`src/sv/assert_macros.svh`:
```
// Assertion macros used by the cache RTL
`ifndef ASSERT_MACROS_SVH
`define ASSERT_MACROS_SVH

// Check a property on every rising clock edge, off while reset is held
`define ASSERT_CLK(label, prop, msg) \
    label: assert property (@(posedge clk) disable iff (!rst_n) (prop)) \
        else $error(msg);

// Check that an implication holds on every rising clock edge, off during reset
`define ASSERT_IMPL(label, cond, prop, msg) \
    label: assert property (@(posedge clk) disable iff (!rst_n) (cond) |-> (prop)) \
        else $error(msg);

`endif

```
`src/sv/lkvc_pkg.sv`:
```
// Shared constants and types of the LRU key/value cache
package lkvc_pkg;

    localparam int ENTRIES_DEFAULT   = 16;
    localparam int KEY_BITS_DEFAULT  = 32;
    localparam int ITEM_BITS_DEFAULT = 32;

    localparam int         CAP_BITS  = 5;
    localparam logic [4:0] CAP_RESET = 5'd16;

    localparam logic OP_FIND   = 1'b0;
    localparam logic OP_INSERT = 1'b1;

    // Broadcast update command from the control logic to every entry
    typedef struct packed {
        logic load;   // write key/item into the selected entry and mark it valid
        logic age;    // make the selected entry most recent, age the ones below limit
    } entry_cmd_t;

endpackage

```
`src/sv/lru_key_value_cache.sv`:
```
// Fully associative key/value cache with least-recently-used replacement.
// Input reg, then result reg; all entries compare the key in parallel in the compute stage.
// Throughput: one word per cycle while the result register is not stalled by m_axis_tready.
// Reset: clears all valid bits, ranks and the fill count, and sets capacity to 16.
// Stored keys and items are not reset; only valid entries are ever read.
module lru_key_value_cache #(
    parameter int ENTRIES   = lkvc_pkg::ENTRIES_DEFAULT,
    parameter int KEY_BITS  = lkvc_pkg::KEY_BITS_DEFAULT,
    parameter int ITEM_BITS = lkvc_pkg::ITEM_BITS_DEFAULT
) (
    input  logic                              clk,
    input  logic                              rst_n,
    input  logic                              cfg_wr_en,
    input  logic [lkvc_pkg::CAP_BITS-1:0]     cfg_wr_data,   // capacity
    input  logic                              s_axis_tvalid,
    output logic                              s_axis_tready,
    // [KEY_BITS-1:0] lookup_key, then item_value, zero padded to whole bytes
    input  logic [((KEY_BITS+ITEM_BITS+7)/8)*8-1:0] s_axis_tdata,
    input  logic                              s_axis_tuser,  // operation
    output logic                              m_axis_tvalid,
    input  logic                              m_axis_tready,
    // [ITEM_BITS-1:0] found_item, zero padded to whole bytes
    output logic [((ITEM_BITS+7)/8)*8-1:0]    m_axis_tdata,
    output logic                              m_axis_tuser   // success
);

    localparam int OUT_W  = ((ITEM_BITS + 7) / 8) * 8;
    localparam int RANK_W = (ENTRIES > 1) ? $clog2(ENTRIES) : 1;
    localparam int OCC_W  = $clog2(ENTRIES + 1);
    localparam int CMP_W  = (OCC_W > lkvc_pkg::CAP_BITS) ? OCC_W : lkvc_pkg::CAP_BITS;

    logic [lkvc_pkg::CAP_BITS-1:0] cap_reg;

    logic                 in_valid_reg;
    logic                 in_op_reg;
    logic [KEY_BITS-1:0]  in_key_reg;
    logic [ITEM_BITS-1:0] in_item_reg;

    logic                 out_valid_reg;
    logic                 out_success_reg;
    logic [ITEM_BITS-1:0] out_item_reg;

    logic [OCC_W-1:0]     occ_reg;
    logic [OCC_W-1:0]     occ_next;

    logic                 s_accept;
    logic                 advance;

    logic [ENTRIES-1:0]   valid_vec;
    logic [ENTRIES-1:0]   hit_vec;
    logic [ENTRIES-1:0]   free_vec;
    logic [ENTRIES-1:0]   victim_vec;
    logic [ENTRIES-1:0]   sel_vec;
    logic [RANK_W-1:0]    rank_arr [ENTRIES];
    logic [ITEM_BITS-1:0] item_arr [ENTRIES];

    logic                 any_hit;
    logic                 any_free;
    logic [ITEM_BITS-1:0] hit_item;
    logic [RANK_W-1:0]    hit_rank;
    logic [RANK_W-1:0]    lru_rank;
    logic [CMP_W-1:0]     eff_cap;
    logic                 evict;
    logic                 is_find;
    logic                 find_hit;
    logic                 ins_ok;
    logic [OCC_W-1:0]     limit;
    lkvc_pkg::entry_cmd_t cmd;

    assign s_accept      = s_axis_tvalid && s_axis_tready;
    assign advance       = in_valid_reg && (!out_valid_reg || m_axis_tready);
    assign s_axis_tready = !in_valid_reg || advance;

    // Capacity clamped to 1..ENTRIES
    always_comb
    begin
        if (cap_reg == '0)
        begin
            eff_cap = CMP_W'(1);
        end
        else if (int'(cap_reg) > ENTRIES)
        begin
            eff_cap = CMP_W'(ENTRIES);
        end
        else
        begin
            eff_cap = CMP_W'(cap_reg);
        end
    end

    // Ranks of valid entries are distinct 0..occ-1, so the LRU entry holds occ-1
    assign lru_rank = RANK_W'(occ_reg - OCC_W'(1));

    always_comb
    begin
        hit_item = '0;
        hit_rank = '0;
        for (int i = 0; i < ENTRIES; i++)
        begin
            if (hit_vec[i])
            begin
                hit_item = hit_item | item_arr[i];
                hit_rank = hit_rank | rank_arr[i];
            end
            victim_vec[i] = valid_vec[i] && (rank_arr[i] == lru_rank);
        end
    end

    // Lowest free entry
    assign free_vec = ~valid_vec & (valid_vec + ENTRIES'(1));
    assign any_free = |free_vec;
    assign any_hit  = |hit_vec;
    assign evict    = (CMP_W'(occ_reg) >= eff_cap) && (occ_reg != '0);
    assign is_find  = (in_op_reg == lkvc_pkg::OP_FIND);
    assign find_hit = is_find && any_hit;
    assign ins_ok   = (in_op_reg == lkvc_pkg::OP_INSERT) && (in_item_reg != '0) && !any_hit
                      && (evict || any_free);

    always_comb
    begin
        if (is_find)
        begin
            sel_vec = hit_vec;
            limit   = OCC_W'(hit_rank);
        end
        else if (evict)
        begin
            sel_vec = victim_vec;
            limit   = OCC_W'(lru_rank);
        end
        else
        begin
            sel_vec = free_vec;
            limit   = OCC_W'(ENTRIES);
        end
        cmd.load = advance && ins_ok;
        cmd.age  = advance && (find_hit || ins_ok);
    end

    assign occ_next = (cmd.load && !evict) ? occ_reg + OCC_W'(1) : occ_reg;

    for (genvar g = 0; g < ENTRIES; g++)
    begin : g_entry
        lkvc_entry #(
            .ENTRIES   (ENTRIES),
            .KEY_BITS  (KEY_BITS),
            .ITEM_BITS (ITEM_BITS)
        ) u_entry (
            .clk         (clk),
            .rst_n       (rst_n),
            .cmd         (cmd),
            .sel         (sel_vec[g]),
            .limit       (limit),
            .key         (in_key_reg),
            .item        (in_item_reg),
            .valid       (valid_vec[g]),
            .match       (hit_vec[g]),
            .rank        (rank_arr[g]),
            .stored_item (item_arr[g])
        );
    end

    always_ff @(posedge clk or negedge rst_n)
    begin
        if (!rst_n)
        begin
            cap_reg       <= lkvc_pkg::CAP_RESET;
            in_valid_reg  <= 1'b0;
            out_valid_reg <= 1'b0;
            occ_reg       <= '0;
        end
        else
        begin
            if (cfg_wr_en)
            begin
                cap_reg <= cfg_wr_data;
            end
            if (s_accept)
            begin
                in_valid_reg <= 1'b1;
            end
            else if (advance)
            begin
                in_valid_reg <= 1'b0;
            end
            if (advance)
            begin
                out_valid_reg <= 1'b1;
            end
            else if (m_axis_tready)
            begin
                out_valid_reg <= 1'b0;
            end
            occ_reg <= occ_next;
        end
    end

    // Payload registers: hold while stalled
    always_ff @(posedge clk)
    begin
        if (s_accept)
        begin
            in_op_reg   <= s_axis_tuser;
            in_key_reg  <= s_axis_tdata[KEY_BITS-1:0];
            in_item_reg <= s_axis_tdata[KEY_BITS+ITEM_BITS-1:KEY_BITS];
        end
        if (advance)
        begin
            out_success_reg <= is_find ? any_hit : ins_ok;
            out_item_reg    <= find_hit ? hit_item : '0;
        end
    end

    assign m_axis_tvalid = out_valid_reg;
    assign m_axis_tuser  = out_success_reg;
    assign m_axis_tdata  = OUT_W'(out_item_reg);

`include "assert_macros.svh"

    `ASSERT_CLK(a_unique_hit, $onehot0(hit_vec), "key matches more than one entry")
    `ASSERT_CLK(a_fill_count, $countones(valid_vec) == int'(occ_reg),
        "fill count differs from number of valid entries")
    `ASSERT_IMPL(a_one_victim, cmd.load && evict, $onehot(victim_vec),
        "eviction without exactly one least recent entry")

endmodule

```
`src/sv/lkvc_entry.sv`:
```
// One entry of the cache: key, item, valid bit and recency rank with key compare
module lkvc_entry #(
    parameter int ENTRIES   = lkvc_pkg::ENTRIES_DEFAULT,
    parameter int KEY_BITS  = lkvc_pkg::KEY_BITS_DEFAULT,
    parameter int ITEM_BITS = lkvc_pkg::ITEM_BITS_DEFAULT
) (
    input  logic                       clk,
    input  logic                       rst_n,
    input  lkvc_pkg::entry_cmd_t       cmd,
    input  logic                       sel,
    input  logic [$clog2(ENTRIES+1)-1:0] limit,
    input  logic [KEY_BITS-1:0]        key,
    input  logic [ITEM_BITS-1:0]       item,
    output logic                       valid,
    output logic                       match,
    output logic [((ENTRIES > 1) ? $clog2(ENTRIES) : 1)-1:0] rank,
    output logic [ITEM_BITS-1:0]       stored_item
);

    localparam int RANK_W = (ENTRIES > 1) ? $clog2(ENTRIES) : 1;
    localparam int LIM_W  = $clog2(ENTRIES + 1);

    logic                 valid_reg;
    logic                 valid_next;
    logic [RANK_W-1:0]    rank_reg;
    logic [RANK_W-1:0]    rank_next;
    logic [KEY_BITS-1:0]  key_reg;
    logic [ITEM_BITS-1:0] item_reg;

    always_comb
    begin
        valid_next = valid_reg;
        rank_next  = rank_reg;
        if (cmd.load && sel)
        begin
            valid_next = 1'b1;
        end
        if (cmd.age && sel)
        begin
            rank_next = '0;
        end
        else if (cmd.age && valid_reg && (LIM_W'(rank_reg) < limit))
        begin
            rank_next = rank_reg + RANK_W'(1);
        end
    end

    always_ff @(posedge clk or negedge rst_n)
    begin
        if (!rst_n)
        begin
            valid_reg <= 1'b0;
            rank_reg  <= '0;
        end
        else
        begin
            valid_reg <= valid_next;
            rank_reg  <= rank_next;
        end
    end

    always_ff @(posedge clk)
    begin
        if (cmd.load && sel)
        begin
            key_reg  <= key;
            item_reg <= item;
        end
    end

    assign valid       = valid_reg;
    assign match       = valid_reg && (key_reg == key);
    assign rank        = rank_reg;
    assign stored_item = item_reg;

endmodule

```
`config.mk`:
```
export PLATFORM = sky130hd
export DESIGN_NAME = lru_key_value_cache
export DESIGN_NICKNAME = d
export VERILOG_FILES = /design/src/sv/lkvc_pkg.sv /design/src/sv/lru_key_value_cache.sv /design/src/sv/lkvc_entry.sv
export VERILOG_INCLUDE_DIRS = /design/src /design/src/sv
export SDC_FILE = /design/constraint.sdc
export NUM_CORES = 2
export LEC_CHECK = 0
export BUFFER_PORTS_ARGS = -buffer_cell sky130_fd_sc_hd__buf_2
export CAP_MARGIN = 20
export CORE_ASPECT_RATIO = 0.6
export CORE_MARGIN = 3
export CORE_UTILIZATION = 56
export DETAILED_ROUTE_END_ITERATION = 8
export GPL_TIMING_DRIVEN = 0
export PLACE_DENSITY = 0.75
export REMOVE_ABC_BUFFERS = 1
export SLEW_MARGIN = 15
export SYNTH_ARGS = -nofsm -noshare
export SYNTH_HDL_FRONTEND = slang
export SYNTH_SLANG_ARGS = --single-unit
```
`constraint.sdc`:
```
create_clock -name clk -period 5.9 [get_ports clk]
set_input_delay 0.59 -clock clk [delete_from_list [all_inputs] [get_ports clk]]
set_output_delay 0.59 -clock clk [all_outputs]
set_load 0.02 [all_outputs]
```
### Word-level counts from Yosys, hierarchy flattened

Cells that the tools add are included.

| storage, ports and cells | value |
|---|---|
| flip-flop bits (word level) | 1,214 |
| bits in latches | 0 |
| RAM bits | 0 |
| bits in read-only memories | 0 |
| input port bits | 75 |
| output and inout port bits | 35 |
| word-level logic and storage cells | 387 |
| memories | 0 |

| operators by class | value |
|---|---|
| add/sub/neg operators | 19 |
| multiply operators | 0 |
| div/mod/pow operators | 0 |
| order comparisons | 18 |
| eq/ne operators | 32 |
| shift operators | 0 |
| mux-type cells | 75 |
| bitwise logic cells | 33 |
| reduce and logical (&&, ||, !) cells | 137 |

Operator list:

| kind | count |
|---|---|
| $eq A32 B32 Y1 | 16 |
| $mux W32 | 16 |
| $or A32 B32 Y32 | 15 |
| $mux W4 | 48 |
| $logic_and A1 B1 Y1 | 106 |
| $lt A4 B5 Y1 | 16 |
| $add A4 B1 Y4 const B | 16 |
| $eq A4 B4 Y1 | 16 |
| $or A4 B4 Y4 | 15 |
| $reduce_bool A2 Y1 | 18 |
| $mux W16 | 2 |
| $reduce_bool A32 Y1 | 1 |
| $reduce_or A16 Y1 | 2 |
| $mux W5 | 4 |
| $add A16 B1 Y16 const B | 1 |
| $and A16 B16 Y16 | 1 |
| $not A16 Y16 | 1 |
| $add A5 B1 Y5 const B | 1 |
| $ge A5 B5 Y1 | 1 |
| $gt A5 B5 Y1 const B | 1 |
| $logic_not A5 Y1 | 1 |
| $mux W1 | 5 |
| $reduce_bool A5 Y1 | 1 |
| $logic_not A1 Y1 | 4 |
| other kinds (3) | 6 |

### Longest topological paths before layout

| depth | value |
|---|---|
| depth in word-level cells | 38 |
| depth in mapped cells | 21 |
| mapped depth without buffers | 19 |

### Hierarchy

Synthesis repeated with hierarchy kept, for this count alone.

| unflattened totals | value |
|---|---|
| cells, all modules | 3,061 |
| area, all modules | 49,812.8 um^2 |

Modules (own cells, without submodules):

| module | instances | cells each | area each (um^2) | sequential area each (um^2) |
|---|---|---|---|---|
| lkvc_entry | 16 | 142 | 2,603.7 | 2,047.0 |
| lru_key_value_cache | 1 | 789 | 8,152.8 | 3,244.4 |

### Worst setup path before layout

OpenSTA, ideal clock, no wires.

| timing | value |
|---|---|
| path type | register -> register |
| from | register occ_reg[0] |
| to | register g_entry[5].u_entry.key_reg[0], enable pin |
| setup time | 487 ps |
| data arrival time | 5,745 ps |
| required time | 5,413 ps |
| path slack | -332 ps |
| stages on the path, launching flop included | 15 |
| buffers on the path | 3 |
| clock period less this slack | 6,232 ps |
| path through | dfrtp_1 clkbuf_1 inv_1 ha_1 nand2b_1 a21o_1 a21o_1 a211o_1 nand2_1 clkbuf_1 clkbuf_1 nand4b_1 a31oi_1 inv_1 nor2_1 |

| on the way | value |
|---|---|
| word-level cells in the longest chain between the ends | 6 |
| elaborated cells between the ends (all ways) | 12 |
| those cells by class | 1 x add/sub; 1 x order compare; 1 x eq/ne; 2 x mux; 7 x reduce/logical |

RTL lines:

| what | RTL line | source |
|---|---|---|
| from (decl) | lru_key_value_cache.sv:43 | `logic [OCC_W-1:0] occ_reg;` |
| from (signal assigned) | lru_key_value_cache.sv:194 | `occ_reg <= occ_next;` |
| $sub A4 B1 Y4 | lru_key_value_cache.sv:92 | `assign lru_rank = RANK_W'(occ_reg - OCC_W'(1));` |
| named net lru_rank[0] | lru_key_value_cache.sv:61 | `logic [RANK_W-1:0] lru_rank;` |
| $eq A4 B4 Y1 | lru_key_value_cache.sv:105 | `victim_vec[i] = valid_vec[i] && (rank_arr[i] == lru_rank);` |
| $logic_and A1 B1 Y1 | lru_key_value_cache.sv:105 |  |
| $mux W16 | lru_key_value_cache.sv:126 | `else if (evict)` |
| $mux W16 | lru_key_value_cache.sv:121 | `if (is_find)` |
| $logic_and A1 B1 Y1 | lkvc_entry.sv:64 | `if (cmd.load && sel)` |
| to (signal assigned) | lkvc_entry.sv:66 | `key_reg <= key;` |
| to (decl) | lkvc_entry.sv:27 | `logic [KEY_BITS-1:0] key_reg;` |

The timed path passes the listed nets, and every way through them passes these cells.
A chain may end at the register's enable or synchronous reset.

### Worst setup path after layout

| timing | value |
|---|---|
| from | register occ_reg[0] |
| to | register g_entry[7].u_entry.rank_reg[2] |

| on the way | value |
|---|---|
| elaborated cells between the ends (all ways) | 20 |
| those cells by class | 1 x add/sub; 2 x order compare; 1 x eq/ne; 5 x mux; 11 x reduce/logical |

RTL lines:

| what | RTL line | source |
|---|---|---|
| $sub A4 B1 Y4 * | lru_key_value_cache.sv:92 |  |
| named net lru_rank[0] | lru_key_value_cache.sv:61 |  |
| branches (longest 6 deep; another with $lt A4 B5 Y1) | n/a |  |
| to (signal assigned) | lkvc_entry.sv:58 | `rank_reg <= rank_next;` |
| to (decl) | lkvc_entry.sv:25 | `logic [RANK_W-1:0] rank_reg;` |

Mark *: on every way through the listed nets, which the timed path passes.

==> impl_metrics.yaml <==
status:
  status: "finished with violations"
  violations: "design-rule violations"
worst_setup_path:
  critical_path.max_fanout: 21
  path_cells: "inv_1 -> ha_1 -> nand2b_1 -> a21o_1 -> a21o_1 -> a211o_1 -> nand2_2 -> nor2_1 -> a21oi_2 -> buf_6 -> ha_1 -> a21oi_1 -> nand2_1 -> o21ai_0 -> o211ai_1 -> or4b_1 -> nand2_1"
  path_buf_inv: 2
  end_kind: "flip-flop"
  critPathRequiredTime_ns: 6.54
  max_stage_delay_ns: 0.86
  crit_slowest_cell: "dfrtp_1"
  cp-start-kind: "flip-flop"
  worst_ep_arrival_time_ns: 6.46
  crit_family: "compound AO/OA/AOI/OAI gates"
  crit_type: "reg2reg"
power:
  ir_worst_vdd_uv: 373
  power.leakage_nw: 19.8
  swShare_pct: 28.9
  p_comb_share_pct: 18.3
  pwr-share-seq_pct: 50.1
  p_total_mw: 21.4
  pwr_density_cell_mw_per_mm2: 363
  p_clk_share_pct: 31.6
  p_int_mw: 15.2
  p_sw_mw: 6.18
clock_tree:
  numCtsBuffers: 101
  cts_tree: "yes"
  cts_max_path_buffers: 3
  clockRootBuffer: "clkbuf_16"
  insertion_delay_ns: 0.74
  cts.sinks: 1214
  clk_pin_slew_worst_paths_ns: 0.08
  h-tree-depth: 3
detailed_routing:
  viasPerCell: 6.73
  post-route-drc-count: 3
  drtIter0Drc: 4643
  drtPass1Iterations: 9
  wl_um: 145000
  vias: 31667
  wl_per_cell_um: 30.8
  ant_nets: 0
floorplanning:
  core-area_mm2: 0.0887
  die-area_mm2: 0.0944
  io_pins: 110
  rows: 84
  die_h_um: 239
  start_util_pct: 57.2
  die_w_um: 395
global_route:
  grt_pass1_wl_um: 208000
  overflow: 0
  grtUsageTotal_pct: 30.0
  grt_antenna_before_repair: 4
  grt_pass1_vias: 31215
  grt_start_max_net_pins: 68
yosys:
  synthCells: 3141
  yosysMostFrequentCell: "edfxtp_1"
  synth.top_cells.by_area: "edfxtp_1 (66%), xnor2_1 (5.3%), xor2_1 (4.6%)"
  async_flop_share_pct: 7.58
  ys_ff_latch: 1214
  synth_common_cells: "edfxtp_1 (1122), xnor2_1 (309), xor2_1 (267)"
  ys_seq_area_share_pct: 70.9
  synth_area_mm2: 0.0508
  synth-edff-count: 1122
  synth_ff_type: "edfxtp_1"
  synth_top_area_share_pct: 66.4
  avgSynthCellArea_um2: 16.2
  synth_warnings: 0
  synth_cell_types: 77
  synth_top_area_cell: "edfxtp_1"
sta:
  hold_violations: 0
  fin_crit_ns: 5.81
  finalSetupViolCount: 0
  fin_crit_sh_pct: 98.5
  drv_slew: 0
  max_freq_ghz: 0.172
  grt_setup_unrepaired: "false"
  worst_pin_slew_ns: 1.22
  relSlewSlack_pct: 18.6
  skew_ns: 0.0510
placement:
  gp_congestion: 0.902
  dp_hpwl_um: 89700
  placed_area_mm2: 0.0548
  portBuffers: 109
cells_and_area:
  nNetsFinal: 3561
  area_growth_pct: 15.9
  final_area_mm2: 0.0588
  drive_gt1_share_pct: 15.9
  fill_cells: 5709
run:
  cap_violations: 0
hold_path:
  hp-class: "in2reg"
power groups by stage:
stage | Sequential (mW) | Combinational, mW | Clock, mW
floorplan | 10.7 | 2.27 | 0
global placement | 11.0 | 2.90 | 0
detailed placement | 10.9 | 3.67 | 0
CTS | 10.7 | 3.74 | 6.78
global route | 10.7 | 4.17 | 7.12
finish | 10.7 | 3.92 | 6.75
what timing repair did:
item                                    in CTS  in global routing
setup buffers                               18                 20
gates resized for setup                     16                 16
pin swaps                                    7                  6
endpoints found under the setup margin      98                 34
gates cloned                                 3                  2
hold buffers                                13                  0
endpoints found under the hold margin       37                  0
cell families (layout without fill, tap and decap cells):
logic type	count (synthesis)	in the layout	share of synthesized area (%)
flops	1214	1214	70.9
xor+xnor	576	576	9.94
compound gates	564	564	8.86
simple gates	497	502	5.70
buf+inv	198	548	2.40
fa+ha+maj	72	72	1.77
mux	20	20	0.404
other cells	0	3	0
layout make-up:
cell class / count / area, um^2 / area share, %
tap: 1204 / 1510 / 2.56
multi-input combinational: 1734 / 14000 / 23.8
clock inverter: 62 / 634 / 1.08
timing repair buffer: 322 / 3870 / 6.58
sequential: 1214 / 36000 / 61.2
clock buffer: 123 / 2650 / 4.51
antenna: 3 / 7.51 / 0.0128
inverter: 41 / 154 / 0.262
layout by cell type, fill, tap and decap left out, types with 15 or more instances in the layout:
cell and count:
xor2_1 266, o211ai_1 19, a21oi_1 37, a221oi_1 132, buf_12 37, clkbuf_16 102, nor3_1 23, nand3_1 59
edfxtp_1 1122, a31oi_1 16, nand2_1 62, nand2b_1 33, a41oi_1 28, dfrtp_1 91, inv_1 39, buf_6 19
buf_2 109, nor4_1 63, o2111ai_1 20, clkbuf_1 19, nor2_1 34, buf_8 67, a22oi_1 16, o31ai_1 20
o21ai_0 37, or4_1 22, clkinv_1 22, or2_2 15, nand4_1 77, a22o_1 134, buf_16 33, a21o_1 31
ha_1 72, mux2i_1 16, clkinv_2 21, xnor2_1 308, buf_4 43
per-layer routing:
layer,wire length (um),global-route usage (%)
met5,44,0
met4,4850,8.92
met3,20900,8.71
met2,62600,43.9
met1,56400,44.1
per-stage QoR:
step                      hold slack (ns)  util, %  setup slack (ns)  std cells  setup TNS, ns
after global placement              0.471     58.3             -9.81       4297       -8021.38
after CTS                        0.000633     66.0           -0.0530       4676        -0.0530
final                              0.0364     66.3            0.0897       4703              0
after floorplan                     0.294        -             -1.31       2984        -613.22
after detailed placement            0.471     61.8            -0.563       4457         -15.04
after global routing               0.0100     66.3            0.0400       4700              0
worst paths after layout:
check	startpoint	to	slack, ns	cells after the start
worst max register to register	occ_reg[0]	g_entry[7].u_entry.rank[2]	0.09	17
worst max-delay path	occ_reg[0]	g_entry[7].u_entry.rank[2]	0.09	17
max in group asynchronous	rst_n	g_entry[11].u_entry.rank[1]	4.88	3
worst min register to register	cap_reg[0]	cap_reg[0]	0.53	1
min in group asynchronous	rst_n	g_entry[3].u_entry.rank[3]	0.31	2
worst min-delay path	s_axis_tdata[37]	in_item_reg[5]	0.04	1
worst reg2reg max path, stage by stage (launching register included):
cell and delay [ns]:
dfrtp_1 0.86, inv_1 0.31, ha_1 0.36, nand2b_1 0.13
a21o_1 0.17, a21o_1 0.19, a211o_1 0.48, nand2_2 0.49
nor2_1 0.15, a21oi_2 0.58, buf_6 0.25, ha_1 0.26
a21oi_1 0.19, nand2_1 0.08, o21ai_0 0.35, o211ai_1 0.31
or4b_1 0.54, nand2_1 0.08
(Power assumes the default switching activity.)
